### config.mk
export PLATFORM = sky130hd
export DESIGN_NAME = line_continuation_detector
export DESIGN_NICKNAME = d
export VERILOG_FILES = /design/src/design/lcd_pkg.sv /design/src/design/lcd_scan.sv /design/src/design/line_continuation_detector.sv
export SDC_FILE = /design/constraint.sdc
export NUM_CORES = 1
export LEC_CHECK = 0
export BUFFER_PORTS_ARGS = -buffer_cell sky130_fd_sc_hd__buf_2
export CAP_MARGIN = 40
export CORE_ASPECT_RATIO = 0.7
export CORE_MARGIN = 2
export CORE_UTILIZATION = 65
export CTS_CLUSTER_SIZE = 14
export DETAILED_ROUTE_END_ITERATION = 8
export GPL_ROUTABILITY_DRIVEN = 0
export PLACE_DENSITY_LB_ADDON = 0.05
export SYNTH_ARGS = -nofsm -noshare
export SYNTH_HDL_FRONTEND = slang
export SYNTH_SLANG_ARGS = --single-unit
### constraint.sdc
create_clock -name clk -period 9.8 [get_ports clk]
set_clock_uncertainty 0.05 [all_clocks]
set_input_delay 0.49 -clock clk [delete_from_list [all_inputs] [get_ports clk]]
set_output_delay 0.49 -clock clk [all_outputs]
set_load 0.1 [all_outputs]
### src/design/lcd_pkg.sv
`timescale 1ns / 1ps

package lcd_pkg;

    localparam int NEST_MAX_DEFAULT = 127;

    localparam logic [7:0] CH_SPACE  = 8'h20;
    localparam logic [7:0] CH_TAB    = 8'h09;
    localparam logic [7:0] CH_CR     = 8'h0D;
    localparam logic [7:0] CH_LF     = 8'h0A;
    localparam logic [7:0] CH_DQUOTE = 8'h22;
    localparam logic [7:0] CH_SQUOTE = 8'h27;
    localparam logic [7:0] CH_BSLASH = 8'h5C;
    localparam logic [7:0] CH_UNDER  = 8'h5F;
    localparam logic [7:0] CH_LOW_I  = 8'h69;
    localparam logic [7:0] CH_LOW_N  = 8'h6E;
    localparam logic [7:0] CH_LBRACE = 8'h7B;
    localparam logic [7:0] CH_RBRACE = 8'h7D;
    localparam logic [7:0] CH_LPAREN = 8'h28;
    localparam logic [7:0] CH_RPAREN = 8'h29;
    localparam logic [7:0] CH_LBRACK = 8'h5B;
    localparam logic [7:0] CH_RBRACK = 8'h5D;

    typedef enum logic [1:0] {
        ST_OUT    = 2'd0,
        ST_OPEN   = 2'd1,
        ST_SINGLE = 2'd2,
        ST_MULTI  = 2'd3
    } str_state_t;

    typedef struct packed {
        str_state_t sstate;
        logic [7:0] open_quote;
        logic [1:0] quote_run;
        logic       escape_pending;
        logic [7:0] tail0;
        logic [7:0] tail1;
        logic [7:0] tail2;
        logic [1:0] tail_valid;
        logic       ws_gap;
    } scan_state_t;

    typedef struct packed {
        logic need_more;
        logic in_string;
        logic multi_string;
    } scan_flags_t;

    // signed counter width: holds +/-nest_max, never narrower than the 8-bit outputs
    function automatic int cnt_width(input int nest_max);
        int w;
        w = $clog2(nest_max + 1) + 1;
        return (w > 8) ? w : 8;
    endfunction

    function automatic logic is_space(input logic [7:0] c);
        return (c == CH_SPACE) || (c == CH_TAB) || (c == CH_CR) || (c == CH_LF);
    endfunction

    function automatic logic is_word(input logic [7:0] c);
        return ((c >= 8'h30) && (c <= 8'h39)) || ((c >= 8'h61) && (c <= 8'h7A)) ||
               ((c >= 8'h41) && (c <= 8'h5A)) || (c == CH_UNDER);
    endfunction

    function automatic logic is_op(input logic [7:0] c);
        return (c == 8'h2B) || (c == 8'h2D) || (c == 8'h2A) || (c == 8'h2F) ||
               (c == CH_BSLASH) || (c == 8'h25) || (c == 8'h5E) || (c == 8'h2C) ||
               (c == 8'h3D) || (c == 8'h2E) || (c == 8'h3A) || (c == 8'h3F) ||
               (c == 8'h7C) || (c == 8'h26) || (c == 8'h3C) || (c == 8'h3E) ||
               (c == 8'h21);
    endfunction

endpackage

### src/design/lcd_scan.sv
`timescale 1ns / 1ps

module lcd_scan #(
    parameter int NEST_MAX = lcd_pkg::NEST_MAX_DEFAULT
) (
    input  lcd_pkg::scan_state_t                             cur,
    input  logic signed [lcd_pkg::cnt_width(NEST_MAX)-1:0]   brace_cur,
    input  logic signed [lcd_pkg::cnt_width(NEST_MAX)-1:0]   paren_cur,
    input  logic signed [lcd_pkg::cnt_width(NEST_MAX)-1:0]   bracket_cur,
    input  logic [7:0]                                       ch,
    input  logic                                             first,
    output lcd_pkg::scan_state_t                             nxt,
    output logic signed [lcd_pkg::cnt_width(NEST_MAX)-1:0]   brace_nxt,
    output logic signed [lcd_pkg::cnt_width(NEST_MAX)-1:0]   paren_nxt,
    output logic signed [lcd_pkg::cnt_width(NEST_MAX)-1:0]   bracket_nxt,
    output lcd_pkg::scan_flags_t                             flags
);
    import lcd_pkg::*;

    localparam int CNT_W = cnt_width(NEST_MAX);
    localparam logic signed [CNT_W-1:0] CNT_MAX = CNT_W'(NEST_MAX);
    localparam logic signed [CNT_W-1:0] CNT_MIN = -CNT_W'(NEST_MAX);
    localparam logic signed [CNT_W-1:0] CNT_ONE = CNT_W'(1);

    scan_state_t              s;
    logic signed [CNT_W-1:0]  br, pa, bk;
    logic                     do_outside;
    logic                     do_single;
    logic                     tail_more;
    logic                     in_str;
    logic                     multi;

    always_comb
    begin
        if (first)
        begin
            s  = '0;
            br = '0;
            pa = '0;
            bk = '0;
        end
        else
        begin
            s  = cur;
            br = brace_cur;
            pa = paren_cur;
            bk = bracket_cur;
        end

        do_outside = 1'b0;
        do_single  = 1'b0;

        unique case (s.sstate)
            ST_OUT:
            begin
                do_outside = 1'b1;
            end
            ST_OPEN:
            begin
                if (ch == s.open_quote)
                begin
                    if (s.quote_run == 2'd1)
                    begin
                        s.quote_run = 2'd2;
                    end
                    else
                    begin
                        s.sstate    = ST_MULTI;
                        s.quote_run = 2'd0;
                    end
                end
                else if (s.quote_run == 2'd1)
                begin
                    s.sstate    = ST_SINGLE;
                    s.quote_run = 2'd0;
                    do_single   = 1'b1;
                end
                else
                begin
                    // two quotes were an empty string; rescan this byte outside
                    s.sstate    = ST_OUT;
                    s.quote_run = 2'd0;
                    do_outside  = 1'b1;
                end
            end
            ST_SINGLE:
            begin
                do_single = 1'b1;
            end
            ST_MULTI:
            begin
                if (s.escape_pending)
                begin
                    s.escape_pending = 1'b0;
                    s.quote_run      = 2'd0;
                end
                else if (ch == CH_BSLASH)
                begin
                    s.escape_pending = 1'b1;
                    s.quote_run      = 2'd0;
                end
                else if (ch == s.open_quote)
                begin
                    if (s.quote_run == 2'd2)
                    begin
                        s.sstate    = ST_OUT;
                        s.quote_run = 2'd0;
                    end
                    else
                    begin
                        s.quote_run = s.quote_run + 2'd1;
                    end
                end
                else
                begin
                    s.quote_run = 2'd0;
                end
            end
            default:
            begin
                do_outside = 1'b1;
            end
        endcase

        if (do_single)
        begin
            if (s.escape_pending)
                s.escape_pending = 1'b0;
            else if (ch == CH_BSLASH)
                s.escape_pending = 1'b1;
            else if (ch == s.open_quote)
                s.sstate = ST_OUT;
        end

        if (do_outside)
        begin
            if ((ch == CH_DQUOTE) || (ch == CH_SQUOTE))
            begin
                s.sstate     = ST_OPEN;
                s.open_quote = ch;
                s.quote_run  = 2'd1;
            end
            else if ((ch == CH_LBRACE) && (br != CNT_MAX))
                br = br + CNT_ONE;
            else if ((ch == CH_RBRACE) && (br != CNT_MIN))
                br = br - CNT_ONE;
            else if ((ch == CH_LPAREN) && (pa != CNT_MAX))
                pa = pa + CNT_ONE;
            else if ((ch == CH_RPAREN) && (pa != CNT_MIN))
                pa = pa - CNT_ONE;
            else if ((ch == CH_LBRACK) && (bk != CNT_MAX))
                bk = bk + CNT_ONE;
            else if ((ch == CH_RBRACK) && (bk != CNT_MIN))
                bk = bk - CNT_ONE;
        end

        // tail keeps last non-blank byte plus two before it, a gap folded to one space
        if (is_space(ch))
        begin
            if (s.tail_valid != 2'd0)
                s.ws_gap = 1'b1;
        end
        else
        begin
            if (s.ws_gap)
            begin
                s.tail2 = s.tail1;
                s.tail1 = s.tail0;
                s.tail0 = CH_SPACE;
                if (s.tail_valid != 2'd3)
                    s.tail_valid = s.tail_valid + 2'd1;
            end
            s.ws_gap = 1'b0;
            s.tail2  = s.tail1;
            s.tail1  = s.tail0;
            s.tail0  = ch;
            if (s.tail_valid != 2'd3)
                s.tail_valid = s.tail_valid + 2'd1;
        end
    end

    always_comb
    begin
        tail_more = 1'b0;
        if (s.tail_valid != 2'd0)
        begin
            if (is_op(s.tail0))
                tail_more = 1'b1;
            else if ((s.tail_valid != 2'd1) && (s.tail0 == CH_LOW_N) &&
                     (s.tail1 == CH_LOW_I))
                tail_more = (s.tail_valid != 2'd3) || !is_word(s.tail2);
        end
    end

    assign in_str = (s.sstate == ST_SINGLE) || (s.sstate == ST_MULTI) ||
                    ((s.sstate == ST_OPEN) && (s.quote_run == 2'd1));
    assign multi  = (s.sstate == ST_MULTI);

    assign flags.need_more    = (br > 0) || (pa > 0) || (bk > 0) || (in_str && multi) ||
                                (!in_str && tail_more);
    assign flags.in_string    = in_str;
    assign flags.multi_string = multi;

    assign nxt         = s;
    assign brace_nxt   = br;
    assign paren_nxt   = pa;
    assign bracket_nxt = bk;

endmodule

### src/design/line_continuation_detector.sv
`timescale 1ns / 1ps
// An accepted byte is held in the input register, then the scan logic writes its result
//   into the result register; the scan state loop closes through combinational logic.
// Throughput: one byte per cycle, unless a line-end byte waits on an unread result.
// A result is produced only for bytes with tlast set; results wait in the output register.
// Reset (rst_n low, asynchronous): pipeline empty, depths zero, outside any string, tail empty.
module line_continuation_detector #(
    parameter int NEST_MAX = lcd_pkg::NEST_MAX_DEFAULT
) (
    input  logic        clk,
    input  logic        rst_n,
    input  logic        s_tvalid,
    output logic        s_tready,
    input  logic [7:0]  s_tdata,   // ch[7:0]
    input  logic        s_tuser,   // first
    input  logic        s_tlast,   // line_end
    output logic        m_tvalid,
    input  logic        m_tready,
    output logic [31:0] m_tdata    // need_more[0], brace_depth[8:1], paren_depth[16:9],
                                   // bracket_depth[24:17], in_string[25], multi_string[26]
);
    import lcd_pkg::*;

    localparam int CNT_W = cnt_width(NEST_MAX);

    logic                     in_valid_reg, in_valid_next;
    logic [7:0]               in_ch_reg;
    logic                     in_first_reg;
    logic                     in_last_reg;

    scan_state_t              st_reg;
    scan_state_t              st_next;
    logic signed [CNT_W-1:0]  brace_reg, brace_next;
    logic signed [CNT_W-1:0]  paren_reg, paren_next;
    logic signed [CNT_W-1:0]  bracket_reg, bracket_next;
    scan_flags_t              flags;

    logic                     out_valid_reg, out_valid_next;
    logic [31:0]              out_data_reg, out_data_next;

    logic                     s_accept;
    logic                     advance;

    lcd_scan #(
        .NEST_MAX (NEST_MAX)
    ) u_scan (
        .cur         (st_reg),
        .brace_cur   (brace_reg),
        .paren_cur   (paren_reg),
        .bracket_cur (bracket_reg),
        .ch          (in_ch_reg),
        .first       (in_first_reg),
        .nxt         (st_next),
        .brace_nxt   (brace_next),
        .paren_nxt   (paren_next),
        .bracket_nxt (bracket_next),
        .flags       (flags)
    );

    // a byte without line end never needs the output register
    assign advance  = in_valid_reg && (!in_last_reg || !out_valid_reg || m_tready);
    assign s_tready = !in_valid_reg || advance;
    assign s_accept = s_tvalid && s_tready;

    always_comb
    begin
        if (s_accept)
            in_valid_next = 1'b1;
        else if (advance)
            in_valid_next = 1'b0;
        else
            in_valid_next = in_valid_reg;

        if (advance && in_last_reg)
            out_valid_next = 1'b1;
        else if (m_tready)
            out_valid_next = 1'b0;
        else
            out_valid_next = out_valid_reg;

        out_data_next = {5'd0, flags.multi_string, flags.in_string,
                         bracket_next[7:0], paren_next[7:0], brace_next[7:0],
                         flags.need_more};
    end

    always_ff @(posedge clk or negedge rst_n)
    begin
        if (!rst_n)
        begin
            in_valid_reg  <= 1'b0;
            out_valid_reg <= 1'b0;
            st_reg        <= '0;
            brace_reg     <= '0;
            paren_reg     <= '0;
            bracket_reg   <= '0;
        end
        else
        begin
            in_valid_reg  <= in_valid_next;
            out_valid_reg <= out_valid_next;
            if (advance)
            begin
                st_reg      <= st_next;
                brace_reg   <= brace_next;
                paren_reg   <= paren_next;
                bracket_reg <= bracket_next;
            end
        end
    end

    always_ff @(posedge clk)
    begin
        if (s_accept)
        begin
            in_ch_reg    <= s_tdata;
            in_first_reg <= s_tuser;
            in_last_reg  <= s_tlast;
        end
        if (advance && in_last_reg)
            out_data_reg <= out_data_next;
    end

    assign m_tvalid = out_valid_reg;
    assign m_tdata  = out_data_reg;

endmodule

Yosys cells after proc, flatten, opt, wreduce, memory -nomap -nowiden
Index checks and enable logic that the tools add are counted.
Storage, ports and cells
  memories: 0
  latch bits: 0
  register bits: 103
  bits in read-only memories: 0
  RAM bits: 0
Operators by class
  add/sub/neg operators: 9
  $lt $le $gt $ge: 9
  mux-type cells: 66
  reductions and logical operators: 60
  shift operators: 0
  bitwise logic cells: 0
  multipliers: 0
  divide/modulo/power cells: 0
  eq/ne operators: 53
Operators with widths (count)
  $mux W8: 21
  $eq A8 B6 Y1 const B: 19
  $eq A8 B7 Y1 const B: 11
  $mux W26: 3
  $ne A8 B8 Y1 const B: 6
  $mux W40: 1
  $mux W2: 17
  $logic_or A1 B1 Y1: 33
  $add A8 B2 Y8 const B: 3
  $eq A8 B4 Y1 const B: 3
  $gt A8 B1 Y1 const B: 3
  $mux W12: 2
  $sub A8 B2 Y8 const B: 3
  $logic_and A1 B1 Y1: 17
  $mux W1: 17
  $ge A8 B7 Y1 const B: 2
  $le A8 B7 Y1 const B: 2
  $eq A2 B2 Y1 const B: 5
  $eq A2 B1 Y1 const B: 4
  $eq A8 B8 Y1: 1
  $ge A8 B6 Y1 const B: 1
  $le A8 B6 Y1 const B: 1
  $pmux W2 S2: 2
  $reduce_bool A2 Y1: 4
  7 further kinds: 16

Longest topological paths before layout
Gate-level depths: netlist of the first run.
  depth after elaboration: 29
  depth in mapped cells: 16
  mapped depth without buffers: 13

Modules after synthesis
Synthesis of the first run repeated with hierarchy kept, for this count alone.
Unflattened totals
  cell total of the unflattened synthesis: 936
  area, all modules: 8431.8 um2
Modules (own cells, without submodules)
  line_continuation_detector: times used 1, area each 5149.9 um2, seq. area each 2762.6 um2, cells each 416
  lcd_scan: times used 1, area each 3281.9 um2, seq. area each 0.0 um2, cells each 520

Worst setup path after synthesis of the first run
OpenSTA, ideal clock, no wires.
  path type: register to register
  start: register in_first_reg
  end: register out_data_reg[0], in the netlist m_tdata[0] (data pin)
  data required time: 9478 ps
  cell stages (with the launch flop): 16
  slack: 6310 ps
  path buffers: 4
  arrival time: 3168 ps
  cells stage by stage: edfxtp_1 buf_2 buf_2 buf_2 buf_2 nor2b_1 inv_1 ha_1 nand4_1 o2111ai_1 a211o_1 a211oi_1 xnor2_1 nor4_1 a31oi_1 or4b_1
RTL lines
  start, declared: RTL line line_continuation_detector.sv:28  | logic in_first_reg;
  start signal, assigned: RTL line line_continuation_detector.sv:116  | in_first_reg <= s_tuser;
  end signal, assigned: RTL line line_continuation_detector.sv:120  | out_data_reg <= out_data_next;
  end, declared: RTL line line_continuation_detector.sv:39  | logic [31:0] out_data_reg, out_data_next;

==> metrics.md, run 1 <==
| Metric | Value |
|---|---|
| Result of the run | `complete, no violations` |
| Total CTS buffers | `9` |
| Max-slew violation total from the final report | `0` |
| Largest register FFs | `40` |
| Internal power contribution | `747 uW` |
| Via Count | `slightly above 6000` |
| Number of nets at the end of the flow | `just over 800` |
| Overflow left after global routing | `0` |
| Post-synth EDFFs | `37` |
| DR iter-0 viols | `~860` |
| Post-synthesis average cell area | `between 8 and 9 sq um` |
| H-tree lvl count | `3` |
| Period minus WS final | `around 4.4 ns` |
| Critical Path End Type | `flop` |
| Per-cell via count in the routed design | `between 6 and 7` |
| Die width | `126 um` |
| Share of power burned in combinational logic | `0.161` |
| Number of storage elements in the synthesis netlist | `103` |
| Max-slew headroom | `0.427` |
| Dpl hpwl | `12100 um` |
| Unrepaired setup endpoints after global routing | `no` |
| Core footprint | `~0.010 sq mm` |
| Post-synth design cell area | `0.00678 sq mm` |
| Highest-count cells in the layout ignoring fill and taps | `nand2_1 (136), dfrtp_1 (66), o21ai_0 (54), nor2_1 (47), buf_2 (42)` |
| Clock tree from TritonCTS | `built` |
| Setup Viol. Count Final | `0` |
| Port bufs | `42` |
| Synthesized netlist cell count | `approximately 770` |
| Root buffer selected by CTS | `clkbuf_16` |
| Worst Path Required | `9.84 ns` |
| Total I/O pin count | `48` |
| Die outline height | `about 90 um` |
| Effective utilization at floorplan | `0.662` |
| Detailed-route DRC error count | `0` |
| Yosys Warn Count | `0` |
| Crit Path Class | `flop to flop` |
| Number of antenna violations at the first check in global routing | `1` |
| Count of antenna diodes in the layout | `0` |
| Detailed-router iteration count before antenna repair | `6` |
| Area growth syn-to-layout | `7.67%` |
| Crit Path Max Fanout | `23` |
| CP arrival | `around 4.4 ns` |
| Total placed cells including tap cells | `around 900` |
| Peak VDD IR | `0.105 mV` |
| Buffers from clock root to sink, at most | `2` |
| Proportion of register bits with asynchronous set or reset after synthesis | `0.641` |
| Setup TNS after final layout | `0 ns` |
| Power per cell area | `148 mW/mm^2` |
| Clock latency reported for the late side of the worst-skew pair | `~0.35 ns` |
| Final clock period utilization by the worst path | `0.449` |
| Placed instance area | `approximately 0.0070 sq mm` |
| Average wire length per cell after detail routing | `approximately 19 um` |
| Vias in the first global route | `roughly 5500` |
| Upper clock frequency limit | `between 0.2 and 0.25 GHz` |
| Clock Pin Slew Worst Setup and Hold Paths | `approximately 0.07 ns` |
| Number of hold-slack violations in the final timing report | `0` |
| Sequential element share of the synthesized area | `0.407` |
| Maximum number of pins on one net before global-route repair | `71` |
| Main synth FF type | `dfrtp_1` |
| Final WS setup | `roughly 5.4 ns` |
| Total wire length after detailed routing | `17200 um` |
| Switching Power | `332 uW` |
| Post-synthesis cell type count | `89` |
| Clock power share | `0.367` |
| Row cnt | `31` |
| Area of the die | `around 0.011 sq mm` |
| Worst Max-Slew Pin Slew | `about 0.86 ns` |
| Number of cells in the finished layout apart from fillers | `a little over 900` |
| Cell area after layout | `0.00730 sq mm` |
| Count of antenna-violating nets left after detailed routing | `0` |
| Pre-CTS worst setup slack | `roughly 5.6 ns` |
| Share of layout cells above drive strength 1 | `0.127` |
| Tot GR Track Use | `0.312` |
| Switching share of power | `0.308` |
| Gates resized, CTS repair | `0` |
| Filler Cell Count | `between 700 and 800` |
| Min-delay worst type | `primary input to flop` |
| Leak | `between 3 and 4 nW` |
| Wire length of the first global-routing pass | `28000 um` |
| Commonest non-fill, non-tap cell in the layout | `nand2_1` |
| Worst setup SP type | `flop` |
| Post-CTS setup-driven buffer insertion count | `0` |
| Max cap viols | `0` |
| Hold buffers post-CTS | `0` |
| Clock Sink Count | `approximately 100` |
| Part of the total power dissipated in sequential elements | `0.472` |
kinds of logic (layout without fill, tap and decap cells):
kind of cell	count (synthesis)	after routing	share of synthesized area
other	1	5	0.000553
DFF	103	103	0.407
and+or+nand+nor	324	324	0.243
buffers and inverters	81	98	0.0548
AOI/OAI and AO/OA	202	202	0.211
muxes	18	18	0.0280
adders and majority gates	13	13	0.0240
xor gates and xnor gates	24	24	0.0310
final cells by class:
cell class	instances	area, sq um	area share
Clock inverter	7	101	0.0139
Tap cell	132	165	0.0226
Inverter	34	128	0.0175
Multi-Input combinational cell	586	3670	0.502
Clock buffer	9	225	0.0308
Sequential cell	103	2760	0.378
Timing Repair Buffer	48	255	0.0349
final timing paths:
| kind | start | to | slack, ns | cells past startpoint |
|---|---|---|---|---|
| worst max-delay path | in_first_reg$_DFFE_PP_ | m_tdata[0]$_DFFE_PP_ | 5.40 | 14 |
| worst min-delay path | s_tdata[3] | in_ch_reg[3]$_DFFE_PP_ | 0.26 | 1 |
| worst max register to register | in_first_reg$_DFFE_PP_ | m_tdata[0]$_DFFE_PP_ | 5.40 | 14 |
| worst min register to register | st_reg[10]$_DFFE_PN0P_ | st_reg[10]$_DFFE_PN0P_ | 0.47 | 2 |
| max in group asynchronous | rst_n | paren_reg[2]$_DFFE_PN0P_ | 8.85 | 2 |
| min in group asynchronous | rst_n | st_reg[36]$_DFFE_PN0P_ | 0.28 | 2 |
metrics by stage:
| step | power, mW | hold WS (ns) | util |
|---|---|---|---|
| 6_report | 1.08 | 0.259 | 0.713 |
| 5_1_grt | 1.12 | 0.248 | 0.713 |
| 4_1_cts | 1.08 | 0.254 | 0.713 |
| 3_5_place_dp | 0.689 | 0.446 | 0.681 |
| 3_3_place_gp | 0.683 | 0.441 | 0.681 |
| 2_1_floorplan | 0.647 | 0.144 | - |
per-layer routing:
layer	track usage	up-vias	share of wire
met3	0.0820	47	0.10
met2	0.472	334	0.43
li1	-	2813	-
met4	0.0919	0	0.020
met1	0.445	2852	0.45
met5	0	-	0
power by group through the flow:
| stage | combinational, mW | clock [mW] | sequential [mW] |
|---|---|---|---|
| 6_report | 0.174 | 0.396 | 0.509 |
| 4_1_cts | 0.173 | 0.399 | 0.508 |
| 3_5_place_dp | 0.173 | 0 | 0.517 |
| 2_1_floorplan | 0.110 | 0 | 0.537 |
| 3_3_place_gp | 0.168 | 0 | 0.515 |
| 5_1_grt | 0.188 | 0.415 | 0.513 |
critical path, stage by stage (launching register included):
cell	delay, ns
edfxtp_1	0.44
inv_1	0.27
buf_4	0.33
nand2_1	0.19
inv_1	0.17
ha_1	0.21
and3_1	0.20
nand3_1	0.11
o31a_1	0.36
a211o_1	0.25
a211oi_1	0.41
xnor2_1	0.20
nor4_1	0.26
a31oi_1	0.16
or4b_1	0.54
cell usage after synthesis, types with 5 or more instances:
cell,n,area share
o21ai_0,54,0.040
a22oi_1,14,0.015
edfxtp_1,37,0.16
o21a_1,5,0.0055
inv_1,34,0.019
xnor2_1,20,0.026
o211a_1,5,0.0074
a31oi_1,7,0.0065
o211ai_1,11,0.012
a21oi_1,19,0.014
a211oi_1,11,0.012
and2_1,10,0.0092
o22ai_1,6,0.0055
nand2_1,137,0.076
ha_1,13,0.024
nand3_1,17,0.013
o32ai_1,6,0.0077
nor2_1,47,0.026
a22o_1,5,0.0065
nor4_1,14,0.013
nor3_1,19,0.014
nand4_1,7,0.0065
mux2_2,8,0.013
and3_1,11,0.010
o2111ai_1,6,0.0077
dfrtp_1,66,0.24
buf_2,11,0.0081
o21ai_1,8,0.0059
mux2i_1,10,0.015
clkbuf_1,21,0.012
buf_4,6,0.0066
nor2b_1,18,0.017
Note: power is estimated with default switching activity, not from simulation.
==> run 2, diff against run 1 <==
--- a/config.mk
+++ b/config.mk
@@ -9,7 +9,7 @@
 export CAP_MARGIN = 40
 export CORE_ASPECT_RATIO = 0.7
 export CORE_MARGIN = 2
-export CORE_UTILIZATION = 65
+export CORE_UTILIZATION = 61
 export CTS_CLUSTER_SIZE = 14
 export DETAILED_ROUTE_END_ITERATION = 8
 export GPL_ROUTABILITY_DRIVEN = 0
==> constraint.sdc (replaced) <==
create_clock -name clk -period 4.6 [get_ports clk]
set_clock_uncertainty 0.05 [all_clocks]
set_input_delay 0.23 -clock clk [delete_from_list [all_inputs] [get_ports clk]]
set_output_delay 0.23 -clock clk [all_outputs]
set_load 0.1 [all_outputs]
==> run 2 against run 1 <==
  * Count of clock-buffer cells in the layout up 3
  * Final area up 1.2%
  * Sequential share of layout area down 0.46 points
  * Combinational power up 120%
  * Sequential power up 110%
  * Flip-flop and latch count unchanged
  * Global-route usage up 1.0 points
  * Clock power up 97%
  * Critical path type unchanged
==> metrics.md, run 2 (synthesized netlist as in run 1, its figures left out) <==
| Metric | Value |
|---|---|
| CP arrival | `4.13 ns (-0.31 ns)` |
| Final clock period utilization by the worst path | `0.888 (+0.439)` |
| Effective utilization at floorplan | `0.621 (-0.0419)` |
| Post-CTS setup-driven buffer insertion count | `0 (unchanged)` |
| Port bufs | `42 (unchanged)` |
| Destination of the worst hold path | `in_ch_reg[3]$_DFFE_PP_` |
| Filler Cell Count | `865 (+11%)` |
| Power per cell area | `305 mW/mm^2 (+110%)` |
| Crit Path Max Fanout | `12 (-48%)` |
| Max-slew violation total from the final report | `0 (unchanged)` |
| Max cap viols | `0 (unchanged)` |
| Critical Path End Type | `flop` |
| DR iter-0 viols | `882 (+2.8%)` |
| H-tree lvl count | `3 (unchanged)` |
| Vias in the first global route | `5839 (+6.2%)` |
| Per-cell via count in the routed design | `6.59 (+0.13%)` |
| Die width | `130 um (+3.1%)` |
| Average wire length per cell after detail routing | `19.5 um (+4.1%)` |
| Reg2reg path depth | `9 (-5)` |
| Hold Crit Depth | `1 (unchanged)` |
| Pre-CTS worst setup slack | `0.638 ns (-4.95 ns)` |
| Largest register FFs | `40 (unchanged)` |
| Period minus WS final | `4.08 ns (-0.318 ns)` |
| Via Count | `6238 (+3.2%)` |
| Number of antenna violations at the first check in global routing | `0 (-1)` |
| Area of the die | `0.0120 sq mm (+6.3%)` |
| Count of antenna-violating nets left after detailed routing | `0 (unchanged)` |
| Buffers from clock root to sink, at most | `2 (unchanged)` |
| Slack of the worst reg-to-reg path | `0.52 ns (-4.88 ns)` |
| Total I/O pin count | `48 (unchanged)` |
| Setup TNS after final layout | `0 ns (unchanged)` |
| Clock latency reported for the late side of the worst-skew pair | `0.35 ns (about the same)` |
| Maximum number of pins on one net before global-route repair | `44 (-38%)` |
| Final WS setup | `0.515 ns (-4.88 ns)` |
| Dpl hpwl | `13200 um (+8.6%)` |
| Worst Max-Slew Pin Slew | `0.862 ns (+0.00354 ns)` |
| Root buffer selected by CTS | `clkbuf_16` |
| Wire length of the first global-routing pass | `29900 um (+6.8%)` |
| Pwr Total | `2.25 mW (+110%)` |
| Tot GR Track Use | `0.322 (+0.0101)` |
| Start point of the worst hold path | `s_tdata[3]` |
| Worst setup SP type | `flop` |
| Clock Sink Count | `103 (unchanged)` |
| Detailed-router iteration count before antenna repair | `8 (+2)` |
| Clock Pin Slew Worst Setup and Hold Paths | `0.07 ns (about the same)` |
| Number of hold-slack violations in the final timing report | `0 (unchanged)` |
| Max-slew headroom | `0.421 (-0.00679)` |
| Detailed-route DRC error count | `0 (unchanged)` |
| Number of cells in the finished layout apart from fillers | `947 (+3.0%)` |
| Reg-to-reg startpoint | `in_ch_reg[0]$_DFFE_PP_` |
| Area growth syn-to-layout | `9.00%` |
| Count of antenna diodes in the layout | `0 (unchanged)` |
| Commonest non-fill, non-tap cell in the layout | `nand2_1` |
| Total CTS buffers | `9 (unchanged)` |
| Worst Path Required | `4.65 ns (-5.19 ns)` |
| Leak | `3.12 nW (+0.91%)` |
| Critical R2R Capture | `m_tdata[0]$_DFFE_PP_` |
| Overflow left after global routing | `0 (unchanged)` |
| Row cnt | `32 (+3.2%)` |
| Result of the run | `complete, no violations` |
| Share of layout cells above drive strength 1 | `0.126 (-0.00112)` |
| Unrepaired setup endpoints after global routing | `no` |
| Clock tree from TritonCTS | `built` |
| Min-delay worst type | `primary input to flop` |
| Crit Path Class | `flop to flop` |
| Peak VDD IR | `0.186 mV (+78%)` |
| Total placed cells including tap cells | `925 (+2.4%)` |
| Highest-count cells in the layout ignoring fill and taps | `nand2_1 (136), dfrtp_1 (66), o21ai_0 (54), nor2_1 (47), buf_2 (42)` |
| Core footprint | `0.0109 sq mm (+6.7%)` |
| Total wire length after detailed routing | `18500 um (+7.2%)` |
| Setup Viol. Count Final | `0 (unchanged)` |
| Upper clock frequency limit | `0.245 GHz (+7.8%)` |
| Die outline height | `92.2 um (+3.1%)` |
| Number of nets at the end of the flow | `816 (+0.87%)` |
[run 2: power by group]
group	internal, mW	switching [mW]	leakage (nW)	total, mW
clock network	0.439	0.342	0.143	0.781
registers	1.01	0.0791	1.25	1.09
logic	0.108	0.278	1.73	0.386
total	1.55	0.699	3.12	2.25
[run 2: worst max-delay path by stage]
stage / depth (start not counted) / endpoint / slack [ns] / from
finish: 9 / m_tdata[0]$_DFFE_PP_ / 0.52 / in_ch_reg[0]$_DFFE_PP_
global route: 9 / m_tdata[0]$_DFFE_PP_ / 0.31 / in_ch_reg[0]$_DFFE_PP_
CTS: 9 / m_tdata[0]$_DFFE_PP_ / 0.61 / in_ch_reg[0]$_DFFE_PP_
detailed placement: 9 / m_tdata[0]$_DFFE_PP_ / 0.64 / in_ch_reg[0]$_DFFE_PP_
global placement: 9 / m_tdata[0]$_DFFE_PP_ / 0.68 / in_ch_reg[1]$_DFFE_PP_
floorplan: 15 / m_tdata[0]$_DFFE_PP_ / 1.11 / in_first_reg$_DFFE_PP_
[run 2: stage by stage]
step	util	hold WS (ns)	instance area (sq um)
after detailed placement	0.643	0.198	7030
after global routing	0.676	0.000886	7390
after global placement	0.641	0.358	7000
final	0.676	0.00788	7390
after CTS	0.675	0.00391	7370
after floorplan	-	-0.116	6800
[run 2: what timing repair did]
item	in CTS	in global routing
endpoints found under the setup margin	0	0
hold buffers	4	2
gates resized for setup	0	0
hold endpoints to repair	26	2
[run 2: per-layer routing]
metal | vias to the layer above | GRT usage | part of all wire | routed length, um
li1 | 2838 | - | - | -
met1 | 2963 | 0.471 | 0.44 | 8120
met2 | 391 | 0.459 | 0.42 | 7800
met3 | 46 | 0.0852 | 0.11 | 2080
met4 | 0 | 0.114 | 0.026 | 478
met5 | - | 0 | 0 | 0
[run 2: critical path, stage by stage (launching register included)]
cell and delay, ns:
edfxtp_1 0.76, nand2b_4 0.17, nor3_1 0.64, o2111ai_1 0.21, a211o_1 0.35, a211oi_1 0.43, xnor2_1 0.21, nor4_1 0.26
a31oi_1 0.19, or4b_1 0.55
[run 2: layout make-up]
cell class / count / area, sq um / share of cell area
clock inverter: 4 / 55.1 / 0.00745
tap: 153 / 191 / 0.0259
inverter: 34 / 128 / 0.0173
clock buffer: 12 / 246 / 0.0333
sequential: 103 / 2760 / 0.374
timing repair buffer: 55 / 343 / 0.0464
multi-input combinational: 586 / 3670 / 0.496
